[src/bpr_pkg.sv]
package bpr_pkg;

   localparam int ClassCount          = 20;
   localparam int CordicStagesDefault = 16;

   localparam int VecW = 34;   // vectoring x/y, signed
   localparam int AngW = 25;   // angle in 2^-20 rad, signed
   localparam int RotW = 40;   // rotation x/y, signed
   localparam int NumW = 32;   // rounded dividend
   localparam int DenW = 20;   // divisor, pixels * 256
   localparam int QuoW = 16;   // quotient bits before saturation
   localparam int RemW = DenW + QuoW;

   localparam logic [12:0] ImageWidthReset = 13'd640;
   localparam logic [19:0] FocalPxReset    = 20'd141898;
   localparam logic [11:0] MinBoxPxReset   = 12'd8;
   localparam logic [11:0] AspectTolReset  = 12'd512;
   localparam logic [15:0] MaxRangeReset   = 16'd12288;

   localparam logic signed [AngW-1:0] AngPi     = 25'sd3294199;
   localparam logic signed [AngW-1:0] AngHalfPi = 25'sd1647099;
   localparam logic signed [AngW-1:0] AngTwoPi  = 25'sd6588397;
   localparam logic [19:0]            CordicKinv = 20'd636751;

   typedef enum logic [2:0] {
      CSR_IMAGE_WIDTH = 3'd0,
      CSR_FOCAL_PX    = 3'd1,
      CSR_MIN_BOX_PX  = 3'd2,
      CSR_ASPECT_TOL  = 3'd3,
      CSR_MAX_RANGE   = 3'd4
   } csr_index_type;

   typedef struct packed {
      logic [12:0] frame_w;
      logic [19:0] focal_px;
      logic [11:0] min_dim;
      logic [11:0] shape_tol;
      logic [15:0] max_range;
   } cfg_type;

   typedef struct packed {
      logic [7:0]         cls_code;
      logic [11:0]        box_left;
      logic [11:0]        box_width;
      logic [11:0]        box_height;
      logic signed [15:0] camera_yaw;
   } req_type;

   typedef struct packed {
      logic               ok;
      logic [10:0]        ref_h;
      logic signed [15:0] yaw;
   } trk_type;

   typedef struct packed {
      trk_type               trk;
      logic signed [VecW-1:0] vx;
      logic signed [VecW-1:0] vy;
      logic [NumW-1:0]       num;
      logic [DenW-1:0]       den;
      logic                  ovf;
   } scr_out_type;

   typedef struct packed {
      trk_type               trk;
      logic signed [AngW-1:0] ang;
      logic [NumW-1:0]       num;
      logic [DenW-1:0]       den;
      logic                  ovf;
   } vec_out_type;

   typedef struct packed {
      trk_type               trk;
      logic signed [AngW-1:0] ang;
      logic [QuoW-1:0]       quo;
      logic                  ovf;
   } div_out_type;

   typedef struct packed {
      logic               valid_res;
      logic [10:0]        ref_h;
      logic [15:0]        distance;
      logic signed [16:0] pos_x;
      logic signed [16:0] pos_z;
      logic [10:0]        pos_y;
   } res_type;

   function automatic logic [10:0] height_lut(input logic [7:0] cls);
      logic [10:0] v;
      v = 11'd0;
      if (int'(cls) < ClassCount) begin
         case (cls)
            8'd4:    v = 11'd256;
            8'd7:    v = 11'd307;
            8'd8:    v = 11'd870;
            8'd10:   v = 11'd768;
            8'd11:   v = 11'd512;
            8'd14:   v = 11'd1741;
            8'd15:   v = 11'd410;
            8'd17:   v = 11'd922;
            8'd19:   v = 11'd512;
            default: v = 11'd0;
         endcase
      end
      return v;
   endfunction

   function automatic logic [10:0] width_lut(input logic [7:0] cls);
      logic [10:0] v;
      v = 11'd0;
      if (int'(cls) < ClassCount) begin
         case (cls)
            8'd10:   v = 11'd1434;
            8'd17:   v = 11'd1946;
            8'd19:   v = 11'd563;
            default: v = 11'd0;
         endcase
      end
      return v;
   endfunction

   function automatic logic [19:0] atan_lut(input int i);
      logic [19:0] v;
      case (i)
         0:       v = 20'd823550;
         1:       v = 20'd486170;
         2:       v = 20'd256879;
         3:       v = 20'd130396;
         4:       v = 20'd65451;
         5:       v = 20'd32757;
         6:       v = 20'd16383;
         7:       v = 20'd8192;
         8:       v = 20'd4096;
         9:       v = 20'd2048;
         10:      v = 20'd1024;
         11:      v = 20'd512;
         12:      v = 20'd256;
         13:      v = 20'd128;
         14:      v = 20'd64;
         15:      v = 20'd32;
         16:      v = 20'd16;
         17:      v = 20'd8;
         18:      v = 20'd4;
         19:      v = 20'd2;
         20:      v = 20'd1;
         default: v = 20'd0;
      endcase
      return v;
   endfunction

endpackage

[src/bpr_div.sv]
module bpr_div (
   input  logic                  clock,
   input  logic                  reset,
   input  logic                  in_valid,
   output logic                  in_ready,
   input  bpr_pkg::vec_out_type  in_item,
   output logic                  out_valid,
   input  logic                  out_ready,
   output bpr_pkg::div_out_type  out_item
);

   localparam int Stages = bpr_pkg::QuoW;

   typedef struct packed {
      bpr_pkg::trk_type                trk;
      logic signed [bpr_pkg::AngW-1:0] ang;
      logic [bpr_pkg::RemW-1:0]        rem;
      logic [bpr_pkg::DenW-1:0]        den;
      logic [bpr_pkg::QuoW-1:0]        quo;
      logic                            ovf;
   } dst_type;

   logic [Stages-1:0] valid_ff;
   logic [Stages:0]   rdy;
   dst_type           st_ff [Stages];
   dst_type           st_in [Stages];
   dst_type           init;

   assign init.trk = in_item.trk;
   assign init.ang = in_item.ang;
   assign init.rem = bpr_pkg::RemW'(in_item.num);
   assign init.den = in_item.den;
   assign init.quo = '0;
   assign init.ovf = in_item.ovf;

   assign rdy[Stages] = out_ready;
   assign in_ready    = rdy[0];
   assign out_valid   = valid_ff[Stages-1];

   assign out_item.trk = st_ff[Stages-1].trk;
   assign out_item.ang = st_ff[Stages-1].ang;
   assign out_item.quo = st_ff[Stages-1].quo;
   assign out_item.ovf = st_ff[Stages-1].ovf;

   for (genvar k = 0; k < Stages; k++) begin : g_bit
      localparam int Sh = bpr_pkg::QuoW - 1 - k;
      dst_type                  src;
      logic                     src_valid;
      logic [bpr_pkg::RemW-1:0] dsh;

      if (k == 0) begin : g_first
         assign src       = init;
         assign src_valid = in_valid;
      end else begin : g_next
         assign src       = st_ff[k-1];
         assign src_valid = valid_ff[k-1];
      end

      assign rdy[k] = !valid_ff[k] || rdy[k+1];
      assign dsh    = bpr_pkg::RemW'(src.den) << Sh;

      // one restoring step, most significant quotient bit first
      always_comb begin
         st_in[k] = src;
         if (src.rem >= dsh) begin
            st_in[k].rem     = src.rem - dsh;
            st_in[k].quo[Sh] = 1'b1;
         end
      end

      always_ff @(posedge clock) begin
         if (reset) begin
            valid_ff[k] <= 1'b0;
         end else if (rdy[k]) begin
            valid_ff[k] <= src_valid;
         end
      end

      always_ff @(posedge clock) begin
         if (rdy[k] && src_valid) st_ff[k] <= st_in[k];
      end
   end

endmodule

[config.mk]
export PLATFORM = sky130hd
export DESIGN_NAME = bpr_div
export DESIGN_NICKNAME = d
export VERILOG_FILES = /design/src/bpr_pkg.sv /design/src/bpr_div.sv
export SDC_FILE = /design/constraint.sdc
export NUM_CORES = 2
export LEC_CHECK = 0
export BUFFER_PORTS_ARGS = -buffer_cell sky130_fd_sc_hd__buf_2
export CAP_MARGIN = 25
export CORE_AREA = 2 2 366 368
export CTS_BUF_LIST = sky130_fd_sc_hd__clkbuf_8
export CTS_CLUSTER_DIAMETER = 120
export DETAILED_ROUTE_END_ITERATION = 7
export DIE_AREA = 0 0 368 370
export PLACE_DENSITY_LB_ADDON = 0.08
export SYNTH_ARGS = -nofsm -noshare
export SYNTH_HDL_FRONTEND = slang
export SYNTH_SLANG_ARGS = --single-unit
[constraint.sdc]
create_clock -name clock -period 11.4 [get_ports clock]
set_input_delay 0.57 -clock clock [delete_from_list [all_inputs] [get_ports clock]]
set_output_delay 0.57 -clock clock [all_outputs]
set_load 0.01 [all_outputs]
### After elaboration in Yosys (flattened, before gate mapping)

Memories as Yosys holds them, arrays and structs flattened.
Cells that the tools add are included.

| word-level totals | value |
|---|---|
| input port bits | 110 |
| bits in registers | 16 |
| RAM bits | 2,016 |
| output and inout bits | 72 |
| logic and storage cells | 161 |
| memories kept | 1 |

| cells by class | value |
|---|---|
| muxes and demuxes | 64 |
| magnitude comparators | 16 |
| reductions and logical operators | 48 |
| $add $sub $neg | 16 |

Memory list:

| name | depth | width | read ports | clocked after Yosys merged registers in | write ports | line | RTL |
|---|---|---|---|---|---|---|---|
| st_ff | 16 | 126 | 16 | 0 | 16 | bpr_div.sv:25 | `dst_type st_ff [Stages];` |

Operators by type and width:

| cell | number |
|---|---|
| $mux W36 | 16 |
| $mux W1 | 48 |
| $ge A36 B20 Y1 | 1 |
| $ge A36 B21 Y1 | 1 |
| $ge A36 B22 Y1 | 1 |
| $ge A36 B23 Y1 | 1 |
| $ge A36 B24 Y1 | 1 |
| $ge A36 B25 Y1 | 1 |
| $ge A36 B26 Y1 | 1 |
| $ge A36 B27 Y1 | 1 |
| $ge A36 B28 Y1 | 1 |
| $ge A36 B29 Y1 | 1 |
| $ge A36 B30 Y1 | 1 |
| $ge A36 B31 Y1 | 1 |
| $ge A36 B32 Y1 | 1 |
| $ge A36 B33 Y1 | 1 |
| $ge A36 B34 Y1 | 1 |
| $sub A32 B35 Y36 | 1 |
| $sub A36 B20 Y36 | 1 |
| $sub A36 B21 Y36 | 1 |
| $sub A36 B22 Y36 | 1 |
| $sub A36 B23 Y36 | 1 |
| $sub A36 B24 Y36 | 1 |
| $sub A36 B25 Y36 | 1 |
| other kinds (13) | 58 |

### Depth between registers and ports, before layout

| depth | value |
|---|---|
| depth after elaboration | 20 |
| depth in mapped cells | 13 |
| depth with buffers taken out | 11 |

### Least setup slack after synthesis

Ideal clock, no wire load.

| path | value |
|---|---|
| kind | input -> register |
| start point | in out_ready |
| end point | mem st_ff[1][0] (netlist bit) (enable) |
| required time | 10,621 ps |
| slack | 780 ps |
| arrival | 9,841 ps |
| path buffers | 0 |
| stages | 4 |
| cell sequence | and4b_1 and4_1 and2_1 a21boi_0 |

RTL lines:

| element | line | RTL |
|---|---|---|
| from (decl) | bpr_div.sv:8 | `input logic out_ready,` |
| to (decl) | bpr_div.sv:25 |  |

### Worst setup path after layout

| path | value |
|---|---|
| start point | reg valid_ff[14], in the netlist g_bit[15].src_valid |
| end point | out in_ready |

| on the way | value |
|---|---|
| word-level cells in the longest chain between the ends | 16 |

RTL lines:

| element | line | RTL |
|---|---|---|
| from (decl) | bpr_div.sv:23 | `logic [Stages-1:0] valid_ff;` |
| from (signal, indexed assignment) | bpr_div.sv:75 | `valid_ff[k] <= src_valid;` |
| $logic_not A1 Y1 | bpr_div.sv:59 | `assign rdy[k] = !valid_ff[k] \|\| rdy[k+1];` |
| $logic_or A1 B1 Y1 (15 in series) | bpr_div.sv:59 |  |
| to (decl) | bpr_div.sv:5 | `output logic in_ready,` |

No other way between the ends.

==> results.md <==
- Status: completed
- Syn. warnings: 0
- Min-delay src: in_item[20]
- R2r endpoint: st_ff[0][196]
- First-pass GRT wire length: 222,000 um
- CP Data Arrival Time: about 4 ns
- Count of final setup violators: 0
- WL final: about 140,000 um
- Worst-case clock buffer depth: 4
- PostCTS Resize Cnt: 0
- CTS tree: yes
- Die X: approximately 370 um
- Synth Instances: 5,288
- Critical Path Start Type: flop
- Number of global-route vias before repair: approximately 43,000
- Worst path required time: roughly 11 ns
- Routed Antenna Nets: 0
- Clock Skews: a little over 0.08 ns
- Top post-synthesis cells by area: edfxtp_1, ha_1, o21ai_0
- Critical path class: flop to output pin
- Die area: roughly 0.14 mm^2
- Total I/O pin count: 182
- CTS Buf Count: 306
- Synth cell types: 87
- Power per cell area: between 100 and 150 mW/mm^2
- Drt initial violations: roughly 3,000
- Syn_nets: approximately 5,700
- Max frequency: around 220 MHz
- Synth top area share: 0.712
- Post-synth EDFFs: approximately 1,800
- Register area share after synthesis: 0.716
- PortBufs: about 180
- Layout cells sized above 1: 0.116
- Reg-to-reg slack, setup: 7.44 ns
- Slew HR: 0.304
- Final worst slack: roughly 6.9 ns
- Clk root buf: clkbuf_8
- Via count: between 40,000 and 50,000
- Final Util: 0.662
- Worst-Skew Late Latency: 0.98 ns
- Initial core utilization: 0.586
- Initial antenna violation count: 3
- Setup_tns: 0 ns
- Total Routing Usage GR: 0.208
- Layout fillers: 9,387
- # nets final: 6,315
- Place WS: just under 7 ns
- Cell Rows: ~130
- DR pass1 iterations: 8
- Worst r2r path cells: 9
- Mapped Area: approximately 0.078 mm^2
- Postcts setup bufs: 0
- Mean routed wirelength per cell: roughly 18 um
- Worst-path clk slew: roughly 0.06 ns
- CP max FO: 6
- Post-DP HPWL: approximately 100,000 um
- WHS: 0.318 ns
- GRT Residual Overflow: 0
- Die Ht: around 370 um
- Worst hold path stage count: 2
- Synth Area per Inst: 14.7 um^2
- Hold Fails Final Rpt: 0
- Hold crit path type: input port to flop
- Number of synthesized register bits: 1,856
- Setup crit end kind: output pin
- GP Congestion: 0.887
- Start of the worst register-to-register path: g_bit[15].src_valid
- Hold path endpoint: st_ff[0][36]
- Post-route minimum period: between 4 and 5 ns
- Via/cell ratio: between 5 and 6
- CORE AREA: around 0.13 mm^2
- Top FF cell, synth: edfxtp_1
- H-tree Lvls: 5
- Largest net degree at the start of global routing: between 80 and 90
- Residual DRC: 0
- Hold Buf Count CTS: approximately 110
- Slew Viols, Final: 0
- Layout area overhead: 12.9%
- Max VDD drop: 0.134 mV
- Unrepaired setup endpoints after global routing: false
- Max-capacitance violation count: 0
- Leak pwr: roughly 32 nW
- Async SR Flop Fraction: 0
- Final Cycle Share: 0.397
- Slew @ Worst Pin: between 1 and 1.5 ns
- Cell taking the most area after synthesis: edfxtp_1
- Clock Sinks: ~1,900
-- cells by family (layout without fill, tap and decap cells) --
logic type | count (synthesis) | after routing | synth area share
xor+xnor | 332 | 332 | 0.0375
compound gates | 1062 | 1062 | 0.0860
fa+ha+maj | 332 | 332 | 0.0550
flops | 1856 | 1856 | 0.716
mux | 45 | 45 | 0.00645
buf+inv | 476 | 1276 | 0.0234
other cells | 0 | 5 | 0
simple gates | 1185 | 1185 | 0.0759
-- metal layers --
layer	global-route usage	part of all wire
met2	0.366	0.50
met5	0	0
met4	0.107	0.047
met1	0.244	0.40
met3	0.0380	0.044
-- placed cells by master (no fill, tap or decap), types with 29 or more instances in the layout --
cell,n
a211oi_1,29
a21o_1,106
a21oi_1,275
a31oi_1,29
buf_2,182
buf_4,42
clkbuf_8,312
clkinv_1,76
clkinv_2,31
dlygate4sd3_1,111
edfxtp_1,1840
ha_1,317
inv_1,497
mux2_2,39
nand2_1,353
nand2b_1,44
nand3_1,62
nand4_1,47
nor2_1,256
nor2b_1,51
nor3_1,102
nor4_1,62
o21a_1,67
o21ai_0,315
o31ai_1,31
or3_1,38
xnor2_1,172
xor2_1,160
-- synth_stat cells (16+ instances only) --
master	instances
nand3_1	62
and3_1	26
nand3b_1	17
ha_1	317
o21a_1	67
nor3_1	104
or2_2	20
nor4_1	63
o21bai_1	24
a21o_1	106
nor2b_1	58
or3_1	38
edfxtp_1	1840
a21oi_1	277
dfxtp_1	16
nor2_1	257
nand4_1	47
a21boi_0	19
o211ai_1	23
xnor2_1	172
clkbuf_1	54
or4_1	20
nor4b_1	17
o21ai_0	315
inv_1	404
nand2_1	353
o31ai_1	32
a211oi_1	31
xor2_1	160
nand2b_1	44
o31a_1	19
mux2_2	39
a31oi_1	33
-- sequential cells by signal, indices dropped and copies added, names as in the netlist --
name,cells
out_valid,1
st_ff,1840
g_bit.src_valid,15
-- stage by stage --
step | cells | total power, mW | area, um^2
final | 7861 | 13.1 | 87600
after floorplan | 5288 | 8.00 | 77600
after CTS | 7849 | 13.3 | 87500
after global routing | 7861 | 13.6 | 87600
after global placement | 7211 | 8.13 | 81000
after detailed placement | 7215 | 8.14 | 81100
-- worst max-delay path by stage --
stage	from	to	slack, ns	depth (start not counted)
floorplan	out_ready	st_ff[1][0]	0.78	4
global placement	out_ready	st_ff[0][288]	6.82	9
detailed placement	out_ready	st_ff[0][319]	6.76	9
CTS	g_bit[15].src_valid	in_ready	6.39	8
global route	g_bit[15].src_valid	in_ready	6.59	8
finish	g_bit[15].src_valid	in_ready	6.88	8
-- report_power, final --
| part | switching (mW) | internal [mW] | total [mW] |
|---|---|---|---|
| combinational | 0.267 | 0.201 | 0.468 |
| clock | 2.40 | 2.68 | 5.09 |
| sequential | 0.0446 | 7.52 | 7.57 |
| total | 2.72 | 10.4 | 13.1 |
-- critical path: stages, from the launching register on --
cell and delay [ns]:
dfxtp_1 0.43, and4b_1 0.43, and4_1 0.35, nand2_1 0.13
nor3_1 0.52, nand3_1 0.18, nor2_1 0.57, nand3_1 0.18
buf_2 0.18
-- cell type report --
class,instances,area [um^2],area share
sequential,1856,55600,0.634
multi-input combinational,2956,20500,0.234
clock buffer,312,4290,0.0490
timing repair buffer,345,2520,0.0287
tap,1768,2210,0.0252
inverter,408,1530,0.0175
clock inverter,211,1030,0.0118
antenna,5,12.5,0.000143
Note: power is estimated with default switching activity, not from simulation.
