`src/bpr_pkg.sv`:
```
package bpr_pkg;

   localparam int ClassCount          = 20;
   localparam int CordicStagesDefault = 16;

   localparam int VecW = 34;   // vectoring x/y, signed
   localparam int AngW = 25;   // angle in 2^-20 rad, signed
   localparam int RotW = 40;   // rotation x/y, signed
   localparam int NumW = 32;   // rounded dividend
   localparam int DenW = 20;   // divisor, pixels * 256
   localparam int QuoW = 16;   // quotient bits before saturation
   localparam int RemW = DenW + QuoW;

   localparam logic [12:0] ImageWidthReset = 13'd640;
   localparam logic [19:0] FocalPxReset    = 20'd141898;
   localparam logic [11:0] MinBoxPxReset   = 12'd8;
   localparam logic [11:0] AspectTolReset  = 12'd512;
   localparam logic [15:0] MaxRangeReset   = 16'd12288;

   localparam logic signed [AngW-1:0] AngPi     = 25'sd3294199;
   localparam logic signed [AngW-1:0] AngHalfPi = 25'sd1647099;
   localparam logic signed [AngW-1:0] AngTwoPi  = 25'sd6588397;
   localparam logic [19:0]            CordicKinv = 20'd636751;

   typedef enum logic [2:0] {
      CSR_IMAGE_WIDTH = 3'd0,
      CSR_FOCAL_PX    = 3'd1,
      CSR_MIN_BOX_PX  = 3'd2,
      CSR_ASPECT_TOL  = 3'd3,
      CSR_MAX_RANGE   = 3'd4
   } csr_index_type;

   typedef struct packed {
      logic [12:0] frame_w;
      logic [19:0] focal_px;
      logic [11:0] min_dim;
      logic [11:0] shape_tol;
      logic [15:0] max_range;
   } cfg_type;

   typedef struct packed {
      logic [7:0]         cls_code;
      logic [11:0]        box_left;
      logic [11:0]        box_width;
      logic [11:0]        box_height;
      logic signed [15:0] camera_yaw;
   } req_type;

   typedef struct packed {
      logic               ok;
      logic [10:0]        ref_h;
      logic signed [15:0] yaw;
   } trk_type;

   typedef struct packed {
      trk_type               trk;
      logic signed [VecW-1:0] vx;
      logic signed [VecW-1:0] vy;
      logic [NumW-1:0]       num;
      logic [DenW-1:0]       den;
      logic                  ovf;
   } scr_out_type;

   typedef struct packed {
      trk_type               trk;
      logic signed [AngW-1:0] ang;
      logic [NumW-1:0]       num;
      logic [DenW-1:0]       den;
      logic                  ovf;
   } vec_out_type;

   typedef struct packed {
      trk_type               trk;
      logic signed [AngW-1:0] ang;
      logic [QuoW-1:0]       quo;
      logic                  ovf;
   } div_out_type;

   typedef struct packed {
      logic               valid_res;
      logic [10:0]        ref_h;
      logic [15:0]        distance;
      logic signed [16:0] pos_x;
      logic signed [16:0] pos_z;
      logic [10:0]        pos_y;
   } res_type;

   function automatic logic [10:0] height_lut(input logic [7:0] cls);
      logic [10:0] v;
      v = 11'd0;
      if (int'(cls) < ClassCount) begin
         case (cls)
            8'd4:    v = 11'd256;
            8'd7:    v = 11'd307;
            8'd8:    v = 11'd870;
            8'd10:   v = 11'd768;
            8'd11:   v = 11'd512;
            8'd14:   v = 11'd1741;
            8'd15:   v = 11'd410;
            8'd17:   v = 11'd922;
            8'd19:   v = 11'd512;
            default: v = 11'd0;
         endcase
      end
      return v;
   endfunction

   function automatic logic [10:0] width_lut(input logic [7:0] cls);
      logic [10:0] v;
      v = 11'd0;
      if (int'(cls) < ClassCount) begin
         case (cls)
            8'd10:   v = 11'd1434;
            8'd17:   v = 11'd1946;
            8'd19:   v = 11'd563;
            default: v = 11'd0;
         endcase
      end
      return v;
   endfunction

   function automatic logic [19:0] atan_lut(input int i);
      logic [19:0] v;
      case (i)
         0:       v = 20'd823550;
         1:       v = 20'd486170;
         2:       v = 20'd256879;
         3:       v = 20'd130396;
         4:       v = 20'd65451;
         5:       v = 20'd32757;
         6:       v = 20'd16383;
         7:       v = 20'd8192;
         8:       v = 20'd4096;
         9:       v = 20'd2048;
         10:      v = 20'd1024;
         11:      v = 20'd512;
         12:      v = 20'd256;
         13:      v = 20'd128;
         14:      v = 20'd64;
         15:      v = 20'd32;
         16:      v = 20'd16;
         17:      v = 20'd8;
         18:      v = 20'd4;
         19:      v = 20'd2;
         20:      v = 20'd1;
         default: v = 20'd0;
      endcase
      return v;
   endfunction

endpackage

```
`src/bpr_screen.sv`:
```
module bpr_screen (
   input  logic                  clock,
   input  logic                  reset,
   input  bpr_pkg::cfg_type      cfg,
   input  logic                  in_valid,
   output logic                  in_ready,
   input  bpr_pkg::req_type      in_item,
   output logic                  out_valid,
   input  logic                  out_ready,
   output bpr_pkg::scr_out_type  out_item
);

   typedef struct packed {
      logic               ok;
      logic [10:0]        rh;
      logic [10:0]        rw;
      logic [11:0]        bw;
      logic [11:0]        bh;
      logic [11:0]        dim;
      logic               use_w;
      logic               asp_en;
      logic signed [14:0] off;
      logic signed [15:0] yaw;
   } sa_type;

   typedef struct packed {
      logic               ok;
      logic [10:0]        rh;
      logic               asp_en;
      logic signed [14:0] off;
      logic signed [15:0] yaw;
      logic [22:0]        got;
      logic [22:0]        expv;
      logic [30:0]        num;
      logic [19:0]        den;
   } sb_type;

   typedef struct packed {
      logic               ok;
      logic [10:0]        rh;
      logic               asp_en;
      logic signed [14:0] off;
      logic signed [15:0] yaw;
      logic [34:0]        got_t;
      logic [34:0]        exp_t;
      logic [30:0]        got_s;
      logic [30:0]        exp_s;
      logic [31:0]        num;
      logic [19:0]        den;
   } sc_type;

   logic [3:0] valid_ff;
   logic [4:0] rdy;
   sa_type     sa_ff, sa_in;
   sb_type     sb_ff, sb_in;
   sc_type     sc_ff, sc_in;
   bpr_pkg::scr_out_type sd_ff, sd_in;

   assign rdy[4]    = out_ready;
   assign rdy[3]    = !valid_ff[3] || rdy[4];
   assign rdy[2]    = !valid_ff[2] || rdy[3];
   assign rdy[1]    = !valid_ff[1] || rdy[2];
   assign rdy[0]    = !valid_ff[0] || rdy[1];
   assign in_ready  = rdy[0];
   assign out_valid = valid_ff[3];
   assign out_item  = sd_ff;

   // lookup, clip and size screening
   always_comb begin
      logic clipped;
      logic [13:0] right;
      sa_in.rh  = bpr_pkg::height_lut(in_item.cls_code);
      sa_in.rw  = bpr_pkg::width_lut(in_item.cls_code);
      right     = 14'(in_item.box_left) + 14'(in_item.box_width) + 14'd2;
      clipped   = (in_item.box_left <= 12'd1) || (right >= 14'(cfg.frame_w));
      sa_in.use_w  = (sa_in.rw != 11'd0) && (in_item.box_width != 12'd0) && !clipped;
      sa_in.asp_en = (sa_in.rw != 11'd0) && !clipped;
      sa_in.dim    = sa_in.use_w ? in_item.box_width : in_item.box_height;
      sa_in.ok     = (sa_in.rh != 11'd0) && (in_item.box_height != 12'd0)
                     && (sa_in.dim >= cfg.min_dim);
      sa_in.bw     = in_item.box_width;
      sa_in.bh     = in_item.box_height;
      sa_in.off    = signed'(15'({in_item.box_left, 1'b0}) + 15'(in_item.box_width)
                             - 15'(cfg.frame_w));
      sa_in.yaw    = in_item.camera_yaw;
   end

   // aspect and range products
   always_comb begin
      sb_in.ok     = sa_ff.ok;
      sb_in.rh     = sa_ff.rh;
      sb_in.asp_en = sa_ff.asp_en;
      sb_in.off    = sa_ff.off;
      sb_in.yaw    = sa_ff.yaw;
      sb_in.got    = 23'(sa_ff.bw) * 23'(sa_ff.rh);
      sb_in.expv   = 23'(sa_ff.bh) * 23'(sa_ff.rw);
      sb_in.num    = 31'(sa_ff.use_w ? sa_ff.rw : sa_ff.rh) * 31'(cfg.focal_px);
      sb_in.den    = {sa_ff.dim, 8'd0};
   end

   // scale by tolerance, round the dividend
   always_comb begin
      sc_in.ok     = sb_ff.ok;
      sc_in.rh     = sb_ff.rh;
      sc_in.asp_en = sb_ff.asp_en;
      sc_in.off    = sb_ff.off;
      sc_in.yaw    = sb_ff.yaw;
      sc_in.got_t  = 35'(sb_ff.got) * 35'(cfg.shape_tol);
      sc_in.exp_t  = 35'(sb_ff.expv) * 35'(cfg.shape_tol);
      sc_in.got_s  = {sb_ff.got, 8'd0};
      sc_in.exp_s  = {sb_ff.expv, 8'd0};
      sc_in.num    = 32'(sb_ff.num) + 32'(sb_ff.den >> 1);
      sc_in.den    = sb_ff.den;
   end

   // aspect verdict, overflow test, vectoring operands
   always_comb begin
      logic asp_bad;
      asp_bad = sc_ff.asp_en && ((35'(sc_ff.got_s) > sc_ff.exp_t)
                                 || (sc_ff.got_t < 35'(sc_ff.exp_s)));
      sd_in.trk.ok    = sc_ff.ok && !asp_bad;
      sd_in.trk.ref_h = sc_ff.rh;
      sd_in.trk.yaw   = sc_ff.yaw;
      sd_in.num       = sc_ff.num;
      sd_in.den       = sc_ff.den;
      sd_in.ovf       = 36'(sc_ff.num) >= {sc_ff.den, 16'd0};
      sd_in.vx        = signed'(bpr_pkg::VecW'({cfg.focal_px, 8'd0}));
      sd_in.vy        = bpr_pkg::VecW'(sc_ff.off) <<< 15;
   end

   always_ff @(posedge clock) begin
      if (reset) begin
         valid_ff <= '0;
      end else begin
         if (rdy[0]) valid_ff[0] <= in_valid;
         if (rdy[1]) valid_ff[1] <= valid_ff[0];
         if (rdy[2]) valid_ff[2] <= valid_ff[1];
         if (rdy[3]) valid_ff[3] <= valid_ff[2];
      end
   end

   always_ff @(posedge clock) begin
      if (rdy[0] && in_valid)    sa_ff <= sa_in;
      if (rdy[1] && valid_ff[0]) sb_ff <= sb_in;
      if (rdy[2] && valid_ff[1]) sc_ff <= sc_in;
      if (rdy[3] && valid_ff[2]) sd_ff <= sd_in;
   end

endmodule

```
`config.mk`:
```
export PLATFORM = sky130hd
export DESIGN_NAME = bpr_screen
export DESIGN_NICKNAME = d
export VERILOG_FILES = /design/src/bpr_pkg.sv /design/src/bpr_screen.sv
export SDC_FILE = /design/constraint.sdc
export NUM_CORES = 2
export LEC_CHECK = 0
export BUFFER_PORTS_ARGS = -buffer_cell sky130_fd_sc_hd__buf_2
export CAP_MARGIN = 25
export CORE_MARGIN = 4
export CORE_UTILIZATION = 50
export DETAILED_ROUTE_END_ITERATION = 6
export GPL_ROUTABILITY_DRIVEN = 0
export MAX_ROUTING_LAYER = met4
export PLACE_DENSITY = 0.7
export SYNTH_ARGS = -nofsm -noshare
export SYNTH_HDL_FRONTEND = slang
export SYNTH_SLANG_ARGS = --single-unit
```
`constraint.sdc`:
```
create_clock -name clock -period 16.8 [get_ports clock]
set_input_delay 1.68 -clock clock [delete_from_list [all_inputs] [get_ports clock]]
set_output_delay 1.68 -clock clock [all_outputs]
set_load 0.01 [all_outputs]
```
After elaboration in Yosys (flattened, before gate mapping):

Memory sizes are Yosys's and may differ from the RTL's.
Index checks and enable logic that the tools add are counted.

* flip-flop bits (word level): 541
* ROM bits: 352
* input bits: 137
* output and inout port bits: 151
* word-level logic and storage cells: 97
* memories: 1

Memories
* (no name shown): depth 32, width 11, read ports 1, clocked after memory_dff 0, write ports 0, RTL line bpr_pkg.sv:92 `case (cls)`

* $add $sub $neg: 5
* multipliers: 5
* magnitude comparators: 7
* equality and inequality tests: 3
* muxes and demuxes: 6
* reduce and logical (&&, ||, !) cells: 28

Operator list (count)
* 23-bit by 12-bit multiplier with 35-bit output: 2
* 12-bit by 11-bit multiplier with 23-bit output: 2
* 11-bit two-way mux: 4
* 32-bit by 36-bit >= comparator with 1-bit output: 1
* 31-bit by 35-bit greater-than comparator with 1-bit output: 1
* 35-bit by 31-bit < comparator with 1-bit output: 1
* 11-bit one-hot mux with 3 select lines: 1
* 31-bit by 19-bit adder with 32-bit output: 1
* 11-bit by 20-bit multiplier with 31-bit output: 1
* 12-bit nonzero test: 2
* 11-bit nonzero test: 2
* 8-bit by 5-bit == test with 1-bit output (second input constant): 2
* 14-bit by 13-bit subtractor with 15-bit output: 1
* 13-bit by 12-bit adder with 14-bit output: 1
* 13-bit by 2-bit adder with 14-bit output (second input constant): 1
* 14-bit by 13-bit >= comparator with 1-bit output: 1
* 12-bit by 12-bit adder with 13-bit output: 1
* 12-bit >= comparator: 1
* 12-bit by 1-bit <= comparator with 1-bit output (second input constant): 1
* 12-bit two-way mux: 1
* 1-bit logical AND: 11
* 8-bit by 4-bit == test with 1-bit output (second input constant): 1
* 8-bit by 5-bit < comparator with 1-bit output (second input constant): 1
* 1-bit zero test: 6
* other kinds (2): 7

Depth between registers and ports, before layout:

* depth after elaboration: 9
* depth in mapped cells: 33
* depth with buffers taken out: 32

Least setup slack after synthesis:

Ideal clock, no wire load.

* path kind: input to register
* from: in out_ready
* to: reg sc_ff[100] (netlist name) (enable)
* setup time: 1.045 ns
* arrival: 15.736 ns
* required time: 15.755 ns
* slack: 0.018 ns
* stages: 2
* path buffers: 0
* path through: nor2b_1 -> a21boi_0

* cells in the longest elaborated chain, start to end: 3

RTL lines
* start: declaration: RTL line bpr_screen.sv:9 `input logic out_ready,`
* 1-bit logical OR: RTL line bpr_screen.sv:60 `assign rdy[3] = !valid_ff[3] || rdy[4];`
* 1-bit logical OR: RTL line bpr_screen.sv:61 `assign rdy[2] = !valid_ff[2] || rdy[3];`
* 1-bit logical AND: RTL line bpr_screen.sv:145 `if (rdy[2] && valid_ff[1]) sc_ff <= sc_in;`
* end signal: assignment: RTL line bpr_screen.sv:145
* end: declaration: RTL line bpr_screen.sv:56 `sc_type sc_ff, sc_in;`

Every way passes these cells.
A chain may end at the register's enable or synchronous reset.

==> results.json <==
{
  "fin_nets": 6284,
  "start_util": 0.505,
  "fin_ws_ps": 9320,
  "yosysUniqueCellTypes": 71,
  "final-setup-viol-count": 0,
  "clk-insertion-delay-late_ps": 630,
  "cts_setup_buffers": 0,
  "worstHoldPathCells": 0,
  "r2r-end": "sb_ff[49]",
  "firstDrtPassIters": 5,
  "fmax_ghz": 0.134,
  "rsz0062_at_grt": "false",
  "yosys_warnings": 0,
  "wl_per_cell_um": 17.7,
  "num_rows": 117,
  "ys_seq_area_frac": 0.301,
  "synthFlopType": "edfxtp_1",
  "async_flop_share": 0,
  "slowest_stage": "nor2b_2",
  "r2r_start": "sa_ff[86]",
  "fill_cells": 8798,
  "placed_cell_area_mm2": 0.0538,
  "antenna_found_initial": 19,
  "slew_viol_final": 0,
  "yosys.cell_count.top_type": "inv_1",
  "area_delta_synth_final_pct": 8.20,
  "status": "finished, final reports clean",
  "cts-htree-levels": 2,
  "critical_path.max_stage_delay_ps": 910,
  "yosys-top-cells-count": "inv_1, fa_1, nand2_1",
  "stdcell_area_mm2": 0.0557,
  "yosysTopAreaCellShare": 0.300,
  "core_mm2": 0.102,
  "dieArea_mm2": 0.108,
  "ctsHoldBuffers": 0,
  "fin_setup_tns_ps": 0,
  "hold_end": "out_item[135]",
  "grt_pass1_vias": 35100,
  "cts_root_buf": "clkbuf_16",
  "synth_top_area_cell": "edfxtp_1",
  "drtIter0Drc": 2065,
  "arrival_ps": 7860,
  "drt-total-wl_um": 113000,
  "crit_fanout": 20,
  "drive_gt1_frac": 0.0750,
  "grt_use_met1": 0.296,
  "met3_usage": 0.0361,
  "min_period_over_period": 0.445,
  "r2r_cells": 19,
  "vias": 33300,
  "worstMarginPinSlew_ps": 1050,
  "post_cts_resized": 0,
  "crit_top_cell": "fa_1",
  "grt-ovfl-total": 0,
  "grtUsageMet2": 0.350,
  "cts_tree": "built",
  "fp.dieW_um": 329,
  "worstPathRequired_ps": 17180,
  "io_pins": 288,
  "hp-class": "reg -> reg",
  "path_clk_slew_ps": 60,
  "hold_start": "sc_ff[198]",
  "detail-route-antenna-nets": 0,
  "synth_cells": 4765,
  "hold_violations": 0,
  "critPathKind": "reg -> reg",
  "synthTopCellsByArea": "edfxtp_1, fa_1, ha_1",
  "synth_edf_count": 514,
  "avgSynthCellArea_um2": 10.8,
  "avgViaCountPerCell": 5.25,
  "rrSetupSlack_ps": 9320,
  "min_period_ps": 7480,
  "synth-seq-cells": 518,
  "gr-usage-all-layers": 0.220,
  "chipHeight_um": 329,
  "startpoint_type": "flip-flop",
  "grt_max_degree": 87,
  "drv_cap": 0,
  "drc": 0,
  "path_cells": "nor2b_2 > and2_1 > fa_1 > fa_1 > inv_1 > fa_1 > inv_1 > fa_1 > fa_1 > ha_1 > a21oi_1 > nand2b_1 > o21ai_1 > a211oi_1 > o311ai_1 > nand2_1 > a311oi_1 > o21ai_1 > xor2_1",
  "dp_hpwl_um": 86300,
  "end_kind": "flip-flop",
  "finClkSkew_ps": 20.6,
  "port_buffers": 234,
  "cp-startpoint": "sa_ff[86]",
  "max_slew_margin": 0.301,
  "post-place-ws_ps": 8830,
  "max-clock-path-buffers": 3,
  "cts.sinks": 518,
  "grt_busiest_layer": "met2",
  "syn-cell-area_mm2": 0.0515,
  "grt_pass1_wl_um": 184000,
  "cts_buffers": 56
}
## worst max-delay path by stage
stage,to,slack [ps]
2_1_floorplan,sc_ff[100],20
3_3_place_gp,sa_ff[91],8950
3_5_place_dp,sa_ff[91],8830
4_1_cts,sb_ff[49],9460
5_1_grt,sb_ff[49],8970
6_report,sb_ff[49],9320
## per-layer routing
| layer | vias up | share of wire |
|---|---|---|
| met5 | - | 0 |
| met4 | 0 | 0.027 |
| met3 | 163 | 0.066 |
| met2 | 926 | 0.48 |
| met1 | 16900 | 0.43 |
| li1 | 15300 | - |
## cell usage in the layout (no fill, tap or decap), types with 61 or more instances in the layout
master and n:
a21o_1 73, a21oi_1 129, and2_1 310, buf_2 234, edfxtp_1 514, fa_1 749
ha_1 484, inv_1 943, nand2_1 597, nor2_1 111, nor2b_1 79, o21ai_0 61
xnor2_1 110
## critical path: cells and delay by family (launching register included)
family          cells  cell delay [ps]
compound gates      6             1960
xor+xnor            1              160
fa+ha+maj           6             2800
buf+inv             2              110
flops               1              670
simple gates        4             1530
## sequential cells by signal, summed over array words and instances (netlist names)
register  count
sb_ff       131
out_item    106
sa_ff        83
sc_ff       194
valid_ff      4
## per-stage QoR
stage	instances	hold slack (ps)	util
floorplan	4801	400	-
global placement	6221	400	0.527
detailed placement	6222	405	0.527
CTS	6326	406	0.545
global route	6345	421	0.546
finish	6347	416	0.546
## logic make-up (layout without fill, tap and decap cells)
group,after synthesis,count (layout),share of synthesized area
adder cells (fa/ha/maj),1233,1233,0.409
multiplexers,19,19,0.00464
flip-flops,518,518,0.301
XOR/XNOR,152,152,0.0259
AND/OR/NAND/NOR,1293,1293,0.123
other,1,56,0.0000728
AO/OA/AOI/OAI,405,405,0.0500
buffers and inverters,1144,1303,0.0867
## layout make-up
cell class | count | area (um2) | area share
multi-input combinational | 3139 | 31700 | 0.569
sequential | 518 | 15500 | 0.278
inverter | 943 | 3540 | 0.0635
tap | 1368 | 1710 | 0.0307
clock buffer | 67 | 1460 | 0.0263
timing repair buffer | 256 | 1390 | 0.0249
clock inverter | 37 | 353 | 0.00633
antenna | 19 | 47.5 | 0.000853
Power is left out: the tool's default activity adds up to more than one toggle a clock period on the data nets, which glitch-free logic cannot reach.
